<file path="src/design/lpr_pkg.sv">
//------------------------------------------------------------------------------
// lpr_pkg
// Shared constants and types for the LRU page frame replacement block.
//------------------------------------------------------------------------------
`default_nettype none

package lpr_pkg;

    // Sizing
    localparam int FRAMES    = 16;
    localparam int PAGE_BITS = 16;

    // Port widths fixed by the interface
    localparam int PAGE_W  = 16;
    localparam int FIDX_W  = 4;
    localparam int CFG_W   = 5;
    localparam int TOTAL_W = 32;

    // Derived widths
    localparam int FRAME_W = (FRAMES > 1) ? $clog2(FRAMES) : 1;
    localparam int CNT_W   = $clog2(FRAMES + 1);

    // Frames in use after reset: a count of 16, clipped to FRAMES
    localparam int N_RESET = (FRAMES < 16) ? FRAMES : 16;

    // Page store port request
    typedef struct packed {
        logic                 we;
        logic [FRAME_W-1:0]   waddr;
        logic [PAGE_BITS-1:0] wdata;
        logic                 re;
        logic [FRAME_W-1:0]   raddr;
    } page_req_t;

    // Recency order store port request
    typedef struct packed {
        logic               we;
        logic [FRAME_W-1:0] waddr;
        logic [FRAME_W-1:0] wdata;
        logic               re;
        logic [FRAME_W-1:0] raddr;
    } ord_req_t;

    // Per-item result from the engine
    typedef struct packed {
        logic                 hit;
        logic [FRAME_W-1:0]   frame;
        logic                 ev_valid;
        logic [PAGE_BITS-1:0] ev_page;
    } res_t;

endpackage

`default_nettype wire

</file>
<file path="src/design/lpr_ram.sv">
//------------------------------------------------------------------------------
// lpr_ram
// Generic simple dual-port RAM, one write and one registered read port.
//------------------------------------------------------------------------------
`default_nettype none

module lpr_ram #(
    parameter  int WIDTH  = 8,
    parameter  int DEPTH  = 16,
    localparam int ADDR_W = (DEPTH > 1) ? $clog2(DEPTH) : 1
) (
    input  wire logic                    clk,
    input  wire logic                    we,
    input  wire logic [ADDR_W-1:0]       waddr,
    input  wire logic [WIDTH-1:0]        wdata,
    input  wire logic                    re,
    input  wire logic [ADDR_W-1:0]       raddr,
    output      logic [WIDTH-1:0]        rdata
);

    logic [WIDTH-1:0] mem [DEPTH];

    always_ff @(posedge clk) begin
        if (we) begin
            mem[waddr] <= wdata;
        end
        if (re) begin
            rdata <= mem[raddr];
        end
    end

endmodule

`default_nettype wire

</file>
<file path="src/design/lpr_engine.sv">
//------------------------------------------------------------------------------
// lpr_engine
// Sequencer: scans the page store, then appends to or walks and compacts the recency order.
//------------------------------------------------------------------------------
`default_nettype none

module lpr_engine
    import lpr_pkg::*;
(
    input  wire logic                 aclk,
    input  wire logic                 aresetn,
    input  wire logic                 cfg_wr_en,
    input  wire logic [CFG_W-1:0]     cfg_wr_data,
    input  wire logic                 s_valid,
    output      logic                 s_ready,
    input  wire logic [PAGE_BITS-1:0] s_page,
    output      page_req_t            pg_req,
    input  wire logic [PAGE_BITS-1:0] pg_rdata,
    output      ord_req_t             ord_req,
    input  wire logic [FRAME_W-1:0]   ord_rdata,
    output      logic                 res_valid,
    input  wire logic                 res_ready,
    output      res_t                 res
);

    typedef enum logic [2:0] {
        ST_IDLE,
        ST_PSCAN,
        ST_OSCAN,
        ST_OTAIL,
        ST_FIN
    } state_t;

    state_t               state_reg,      state_next;
    logic [PAGE_BITS-1:0] page_reg,       page_next;
    logic [FRAME_W-1:0]   pidx_reg,       pidx_next;
    logic [FRAME_W-1:0]   oidx_reg,       oidx_next;
    logic [FRAME_W-1:0]   f_reg,          f_next;
    logic [FRAME_W-1:0]   free_reg,       free_next;
    logic                 free_found_reg, free_found_next;
    logic                 shift_reg,      shift_next;
    logic                 evict_reg,      evict_next;
    logic                 hit_reg,        hit_next;
    logic                 ev_rd_reg,      ev_rd_next;
    logic [PAGE_BITS-1:0] ev_page_reg,    ev_page_next;
    logic [FRAMES-1:0]    valid_reg,      valid_next;
    logic [CNT_W-1:0]     rc_reg,         rc_next;
    logic [CNT_W-1:0]     n_reg,          n_next;

    logic [CNT_W-1:0]     rc_last;
    logic [FRAME_W-1:0]   free_now;
    logic                 p_match;
    logic                 p_last;
    logic                 o_last;

    assign rc_last  = rc_reg - CNT_W'(1);
    assign p_match  = valid_reg[pidx_reg] && (pg_rdata == page_reg);
    assign p_last   = (pidx_reg == FRAME_W'(FRAMES - 1));
    assign o_last   = (CNT_W'(oidx_reg) == rc_last);
    assign free_now = free_found_reg ? free_reg : pidx_reg;

    assign s_ready   = (state_reg == ST_IDLE);
    assign res_valid = (state_reg == ST_FIN);
    assign res       = '{hit: hit_reg, frame: f_reg, ev_valid: evict_reg, ev_page: ev_page_reg};

    always_comb begin
        state_next      = state_reg;
        page_next       = page_reg;
        pidx_next       = pidx_reg;
        oidx_next       = oidx_reg;
        f_next          = f_reg;
        free_next       = free_reg;
        free_found_next = free_found_reg;
        shift_next      = shift_reg;
        evict_next      = evict_reg;
        hit_next        = hit_reg;
        ev_rd_next      = 1'b0;
        ev_page_next    = ev_page_reg;
        valid_next      = valid_reg;
        rc_next         = rc_reg;
        n_next          = n_reg;
        pg_req          = '0;
        ord_req         = '0;

        // evicted page is on the read data in the cycle after its read
        if (ev_rd_reg) begin
            ev_page_next = pg_rdata;
        end

        case (state_reg)
            ST_IDLE: begin
                if (s_valid) begin
                    page_next       = s_page;
                    pidx_next       = '0;
                    free_found_next = 1'b0;
                    hit_next        = 1'b0;
                    evict_next      = 1'b0;
                    shift_next      = 1'b0;
                    ev_page_next    = '0;
                    pg_req.re       = 1'b1;
                    pg_req.raddr    = '0;
                    state_next      = ST_PSCAN;
                end
            end

            ST_PSCAN: begin
                if (!valid_reg[pidx_reg] && (CNT_W'(pidx_reg) < n_reg) && !free_found_reg) begin
                    free_next       = pidx_reg;
                    free_found_next = 1'b1;
                end
                if (p_match) begin
                    hit_next      = 1'b1;
                    f_next        = pidx_reg;
                    ord_req.re    = 1'b1;
                    ord_req.raddr = '0;
                    oidx_next     = '0;
                    state_next    = ST_OSCAN;
                end else if (p_last) begin
                    if (rc_reg < n_reg) begin
                        // fill the lowest free frame, append it to the order
                        f_next               = free_now;
                        pg_req.we            = 1'b1;
                        pg_req.waddr         = free_now;
                        pg_req.wdata         = page_reg;
                        valid_next[free_now] = 1'b1;
                        ord_req.we           = 1'b1;
                        ord_req.waddr        = FRAME_W'(rc_reg);
                        ord_req.wdata        = free_now;
                        rc_next              = rc_reg + CNT_W'(1);
                        state_next           = ST_FIN;
                    end else begin
                        evict_next    = 1'b1;
                        ord_req.re    = 1'b1;
                        ord_req.raddr = '0;
                        oidx_next     = '0;
                        state_next    = ST_OSCAN;
                    end
                end else begin
                    pg_req.re    = 1'b1;
                    pg_req.raddr = pidx_reg + FRAME_W'(1);
                    pidx_next    = pidx_reg + FRAME_W'(1);
                end
            end

            ST_OSCAN: begin
                if (evict_reg && (oidx_reg == '0)) begin
                    // head of the order is the victim
                    f_next       = ord_rdata;
                    shift_next   = 1'b1;
                    pg_req.re    = 1'b1;
                    pg_req.raddr = ord_rdata;
                    ev_rd_next   = 1'b1;
                end else if (!shift_reg) begin
                    if (ord_rdata == f_reg) begin
                        shift_next = 1'b1;
                    end
                end else begin
                    ord_req.we    = 1'b1;
                    ord_req.waddr = oidx_reg - FRAME_W'(1);
                    ord_req.wdata = ord_rdata;
                end
                if (o_last) begin
                    state_next = ST_OTAIL;
                end else begin
                    ord_req.re    = 1'b1;
                    ord_req.raddr = oidx_reg + FRAME_W'(1);
                    oidx_next     = oidx_reg + FRAME_W'(1);
                end
            end

            ST_OTAIL: begin
                ord_req.we    = 1'b1;
                ord_req.waddr = FRAME_W'(rc_last);
                ord_req.wdata = f_reg;
                if (evict_reg) begin
                    pg_req.we         = 1'b1;
                    pg_req.waddr      = f_reg;
                    pg_req.wdata      = page_reg;
                    valid_next[f_reg] = 1'b1;
                end
                state_next = ST_FIN;
            end

            ST_FIN: begin
                if (res_ready) begin
                    state_next = ST_IDLE;
                end
            end

            default: begin
                state_next = ST_IDLE;
            end
        endcase

        // frame count write empties every frame
        if (cfg_wr_en) begin
            if (cfg_wr_data == '0) begin
                n_next = CNT_W'(1);
            end else if (32'(cfg_wr_data) > FRAMES) begin
                n_next = CNT_W'(FRAMES);
            end else begin
                n_next = CNT_W'(cfg_wr_data);
            end
            valid_next = '0;
            rc_next    = '0;
        end
    end

    always_ff @(posedge aclk) begin
        if (!aresetn) begin
            state_reg <= ST_IDLE;
            valid_reg <= '0;
            rc_reg    <= '0;
            n_reg     <= CNT_W'(N_RESET);
            ev_rd_reg <= 1'b0;
        end else begin
            state_reg <= state_next;
            valid_reg <= valid_next;
            rc_reg    <= rc_next;
            n_reg     <= n_next;
            ev_rd_reg <= ev_rd_next;
        end
        page_reg       <= page_next;
        pidx_reg       <= pidx_next;
        oidx_reg       <= oidx_next;
        f_reg          <= f_next;
        free_reg       <= free_next;
        free_found_reg <= free_found_next;
        shift_reg      <= shift_next;
        evict_reg      <= evict_next;
        hit_reg        <= hit_next;
        ev_page_reg    <= ev_page_next;
    end

endmodule

`default_nettype wire

</file>
<file path="src/design/lru_page_frame_replacement.sv">
//------------------------------------------------------------------------------
// lru_page_frame_replacement
// LRU page frame replacement: page and recency stores in RAM, one result
// item per page reference with saturating fault and access totals.
//------------------------------------------------------------------------------
//
//  Channel | Dir | Handshake          | Payload
//  --------+-----+--------------------+-----------------------------------------
//  s_      | in  | s_valid / s_ready  | s_page_number[15:0]
//  m_      | out | m_valid / m_ready  | m_hit, m_frame_index, m_evicted_valid,
//          |     |                    | m_evicted_page, m_fault_total, m_access_total
//  cfg_    | in  | cfg_wr_en          | cfg_wr_data[4:0] (frame_count)
//
//  One item at a time. The page store is scanned one frame per cycle until a
//  hit or the last frame; a hit or a full miss then walks the recency order
//  one entry per cycle. Reset is synchronous; valid bits and counts clear and
//  frame_count returns to 16 at once, no clearing pass. A stalled result holds
//  in the output register while the next item is taken and worked on.
//------------------------------------------------------------------------------
`default_nettype none

module lru_page_frame_replacement
    import lpr_pkg::*;
(
    input  wire logic               aclk,
    input  wire logic               aresetn,
    // configuration
    input  wire logic               cfg_wr_en,
    input  wire logic [CFG_W-1:0]   cfg_wr_data,
    // page references
    input  wire logic               s_valid,
    output      logic               s_ready,
    input  wire logic [PAGE_W-1:0]  s_page_number,
    // results
    output      logic               m_valid,
    input  wire logic               m_ready,
    output      logic               m_hit,
    output      logic [FIDX_W-1:0]  m_frame_index,
    output      logic               m_evicted_valid,
    output      logic [PAGE_W-1:0]  m_evicted_page,
    output      logic [TOTAL_W-1:0] m_fault_total,
    output      logic [TOTAL_W-1:0] m_access_total
);

    localparam logic [TOTAL_W-1:0] TOTAL_MAX = '1;

    page_req_t            pg_req;
    ord_req_t             ord_req;
    logic [PAGE_BITS-1:0] pg_rdata;
    logic [FRAME_W-1:0]   ord_rdata;
    logic                 res_valid;
    logic                 res_ready;
    res_t                 res;

    // Output register and running totals
    logic                 m_valid_reg;
    logic                 m_hit_reg;
    logic [FIDX_W-1:0]    m_frame_reg;
    logic                 m_ev_valid_reg;
    logic [PAGE_W-1:0]    m_ev_page_reg;
    logic [TOTAL_W-1:0]   fault_count_reg,  fault_count_next;
    logic [TOTAL_W-1:0]   access_count_reg, access_count_next;

    // Page number held by each frame
    lpr_ram #(
        .WIDTH (PAGE_BITS),
        .DEPTH (FRAMES)
    ) u_page_ram (
        .clk   (aclk),
        .we    (pg_req.we),
        .waddr (pg_req.waddr),
        .wdata (pg_req.wdata),
        .re    (pg_req.re),
        .raddr (pg_req.raddr),
        .rdata (pg_rdata)
    );

    // Frame numbers, least recently used first
    lpr_ram #(
        .WIDTH (FRAME_W),
        .DEPTH (FRAMES)
    ) u_order_ram (
        .clk   (aclk),
        .we    (ord_req.we),
        .waddr (ord_req.waddr),
        .wdata (ord_req.wdata),
        .re    (ord_req.re),
        .raddr (ord_req.raddr),
        .rdata (ord_rdata)
    );

    lpr_engine u_engine (
        .aclk        (aclk),
        .aresetn     (aresetn),
        .cfg_wr_en   (cfg_wr_en),
        .cfg_wr_data (cfg_wr_data),
        .s_valid     (s_valid),
        .s_ready     (s_ready),
        .s_page      (PAGE_BITS'(s_page_number)),
        .pg_req      (pg_req),
        .pg_rdata    (pg_rdata),
        .ord_req     (ord_req),
        .ord_rdata   (ord_rdata),
        .res_valid   (res_valid),
        .res_ready   (res_ready),
        .res         (res)
    );

    // Engine hands over its result once the output register is free
    assign res_ready = !m_valid_reg || m_ready;

    // Totals count at hand-over; a fault counts only on a miss
    always_comb begin
        access_count_next = access_count_reg;
        fault_count_next  = fault_count_reg;
        if (res_valid && res_ready) begin
            if (access_count_reg != TOTAL_MAX) begin
                access_count_next = access_count_reg + TOTAL_W'(1);
            end
            if (!res.hit && (fault_count_reg != TOTAL_MAX)) begin
                fault_count_next = fault_count_reg + TOTAL_W'(1);
            end
        end
    end

    always_ff @(posedge aclk) begin
        if (!aresetn) begin
            m_valid_reg      <= 1'b0;
            fault_count_reg  <= '0;
            access_count_reg <= '0;
        end else begin
            fault_count_reg  <= fault_count_next;
            access_count_reg <= access_count_next;
            if (res_valid && res_ready) begin
                m_valid_reg <= 1'b1;
            end else if (m_ready) begin
                m_valid_reg <= 1'b0;
            end
        end
        if (res_valid && res_ready) begin
            m_hit_reg      <= res.hit;
            m_frame_reg    <= FIDX_W'(res.frame);
            m_ev_valid_reg <= res.ev_valid;
            m_ev_page_reg  <= PAGE_W'(res.ev_page);
        end
    end

    assign m_valid         = m_valid_reg;
    assign m_hit           = m_hit_reg;
    assign m_frame_index   = m_frame_reg;
    assign m_evicted_valid = m_ev_valid_reg;
    assign m_evicted_page  = m_ev_page_reg;
    assign m_fault_total   = fault_count_reg;
    assign m_access_total  = access_count_reg;

endmodule

`default_nettype wire

</file>
<file path="config.mk">
export PLATFORM = sky130hd
export DESIGN_NAME = lru_page_frame_replacement
export DESIGN_NICKNAME = d
export VERILOG_FILES = /design/src/design/lpr_pkg.sv /design/src/design/lpr_ram.sv /design/src/design/lpr_engine.sv /design/src/design/lru_page_frame_replacement.sv
export SDC_FILE = /design/constraint.sdc
export NUM_CORES = 1
export LEC_CHECK = 0
export BUFFER_PORTS_ARGS = -buffer_cell sky130_fd_sc_hd__buf_2
export CAP_MARGIN = 10
export CORE_MARGIN = 1.5
export CORE_UTILIZATION = 39
export DETAILED_ROUTE_END_ITERATION = 8
export PLACE_DENSITY = 0.53
export SLEW_MARGIN = 10
export SYNTH_ARGS = -nofsm -noshare
export SYNTH_HDL_FRONTEND = slang
export SYNTH_SLANG_ARGS = --single-unit
export TNS_END_PERCENT = 30
</file>
<file path="constraint.sdc">
create_clock -name aclk -period 6.9 [get_ports aclk]
set_input_delay 0.345 -clock aclk [delete_from_list [all_inputs] [get_ports aclk]]
set_output_delay 0.345 -clock aclk [all_outputs]
set_load 0.05 [all_outputs]
</file>
==> metrics <==
RePlAce Congestion 0.851; initial antenna violation count 0; Worst path depth 9; Slew Limit Fails 0; vias in the first global route 13600; CTS Sinks roughly 510; CTS tree built; Seq pwr share 0.449; RSZ-0062 raised after global routing no; die area 56400 µm²; GRT overflow 0; Ys Warns 0; Critical path origin u_engine.pidx_reg[0]; Mapped Cells about 1800; clock power share 0.360; GRT Total Usage 0.195; design internal power about 5.7 mW; worst min path class in -> reg; Largest regs u_page_ram.mem: 256 flops, u_order_ram.mem: 64 flops; Pwr Density about 330 nW/µm²; placed insts around 2500; Mapped Area around 21000 µm²; dpl cell area around 23000 µm²; fin area roughly 25000 µm²; worst reg2reg path depth 9; PortBufs 113; postcts setup bufs 0; die height 238 µm; CTS resizes 0; min Tclk post-route 4460 ps; Max clock buf depth 3; clock slew at reported path FFs 60 ps; first-pass GRT wire length ~84000 µm; Slew @ Worst Pin ~1200 ps; Core Box Area about 54000 µm²; hold path startpoint cfg_wr_data[0]; family with the most delay on the worst path compound AO/OA/AOI/OAI gates; ys async rst share 0; Sw Pwr about 2.4 mW; fillers slightly below 5000; logic gate share of total power 0.191; Crit. End Element flip-flop; Rows 85; largest vdd supply drop between 0.15 and 0.2 mV; CP Class reg -> reg; Largest register FFs approximately 260; worst path bufs/invs 1; layout net count 1912; Vias approximately 14000; root buf cell clkbuf_16; CP max-delay cell nor2_2; Worst Setup Start Kind flip-flop; H-tree lvl count 2; #FFs+latches synth ~510; vias per inst 5.49; Initial Util 0.396; sw frac 0.298; drt drc 0; Seq/Total Area, Yosys 0.660; share of cells above drive strength 1 0.131; count of non-filler cells in the finished layout around 2600; largest net degree at the start of global routing 68; worst skew pair latency roughly 600 ps; worst reg2reg startpoint u_engine.pidx_reg[0]; Inserted Clock Buffers 55; Final Hold Fails 0; die span in x between 200 and 250 µm; fmax around 0.22 GHz; mean post-synth cell area approximately 12 µm²; max-cap violation count 0; CTS Hold Bufs 19; Final ANT Viol Nets 0; Pre-Repair DR Iteration Count 8; commonest non-fill, non-tap cell in the layout edfxtp_1; CP max stage delay approximately 870 ps; HPWL after DPL 34900 µm; routed wire length about 55000 µm; IO Count 114; post-synth net total about 1800; maximum fanout along the worst path 28; crit share post-route 0.646; status completed; WHS Path Cells 3; synth unique cells 84; ant diodes 0; Final setup viols 0; setup total negative slack 0 ps; critical path, cell by cell mux4_1 -> a22oi_2 -> nand2_2 -> a21oi_2 -> o2111a_1 -> buf_4 -> a32oi_1 -> a21o_1 -> nor2_2; Post-synth top flop edfxtp_1; Pleak approximately 8.7 nW; 1st-iter DRT viols between 1000 and 1500; final setup skew ~31 ps; Post-synth EDFFs about 400; Area Overhead vs Synth 14.7%; WL/cell around 21 µm; Most flops, register u_page_ram.mem; slew margin rel. 0.208; Critical Path RT 7110 ps; CP arrival 4670 ps; most frequent cells in the layout edfxtp_1, nand2_1, nor2_1
## tightest hold or removal path, cell delays in order
cell     delay [ps]
buf_2            70
o21ai_0          80
a21oi_1         110
## power groups by stage
stage	registers [mW]	logic (mW)	clock network [mW]
after floorplan	3.61	1.13	0
after global placement	3.73	1.53	0
after detailed placement	3.73	1.53	0
after CTS	3.66	1.55	3.01
after global routing	3.68	1.69	3.13
final	3.67	1.56	2.94
## cell usage after synthesis, types with 4 or more instances
master     count  area (µm²)
a2111oi_0      4        35.0
a211oi_1       5        37.5
a21o_1         8        60.1
a21oi_1       44         220
a221o_1        4        40.0
a221oi_1       8        70.1
a2bb2oi_1      4        35.0
a311o_1       16         160
a31oi_1       23         144
a32oi_1       28         245
and2_1        29         181
and3_1        33         206
and4_1         9        78.8
buf_1          4        15.0
buf_2         37         185
buf_4          6        45.0
buf_6          8        90.1
clkbuf_1      45         169
dfxtp_1      111        2220
edfxtp_1     398       12000
ha_1          15         188
inv_1         35         131
mux2i_1       53         531
nand2_1      291        1090
nand2b_1      10        62.6
nand3_1       82         410
nand4_1       26         163
nor2_1       139         522
nor2b_1        7        43.8
nor3_1        51         255
nor4_1        12        75.1
o21a_1        15         113
o21ai_0       33         165
o22ai_1        5        31.3
or3_1         13        81.3
xnor2_1       47         412
xor2_1        37         324
## path summary, 6_finish.rpt
check	slack, ps	end
setup / recovery	2440	u_page_ram.mem[13][15]
setup reg to reg	2440	u_page_ram.mem[13][15]
hold / removal	50	u_engine.n_reg[0]
hold reg to reg	430	m_evicted_page[6]
## layout make-up
| class | count | area, µm² | area share |
|---|---|---|---|
| tap | 696 | 871 | 0.0354 |
| clock buffer | 67 | 1440 | 0.0586 |
| inverter | 38 | 143 | 0.00579 |
| timing repair buffer | 153 | 921 | 0.0374 |
| multi-input combinational | 1114 | 6720 | 0.273 |
| sequential | 509 | 14200 | 0.576 |
| clock inverter | 33 | 350 | 0.0142 |
## metal layers
layer | global-route usage | share of wire | up-vias
met3 | 0.0293 | 0.058 | 69
met1 | 0.286 | 0.47 | 7125
met2 | 0.301 | 0.45 | 442
met4 | 0.0515 | 0.020 | 0
met5 | 0 | 0 | -
li1 | - | - | 6687
## per-stage QoR
stage                      util  total power [mW]  hold WS [ps]  worst slack [ps]
after floorplan               -              4.74           408              1530
after global placement    0.418              5.25           417              2430
after detailed placement  0.418              5.26           416              2470
after CTS                 0.455              8.22          23.8              2460
after global routing      0.455              8.50          45.6              2090
final                     0.455              8.17          46.5              2440
## kinds of logic after synthesis
kind of cell,after synthesis,synth area share
xor+xnor,84,0.0343
flops,509,0.660
buf+inv,138,0.0301
compound gates,232,0.0789
mux,60,0.0308
simple gates,723,0.157
fa+ha+maj,15,0.00875
No activity file was read; power rests on OpenSTA's default activity.
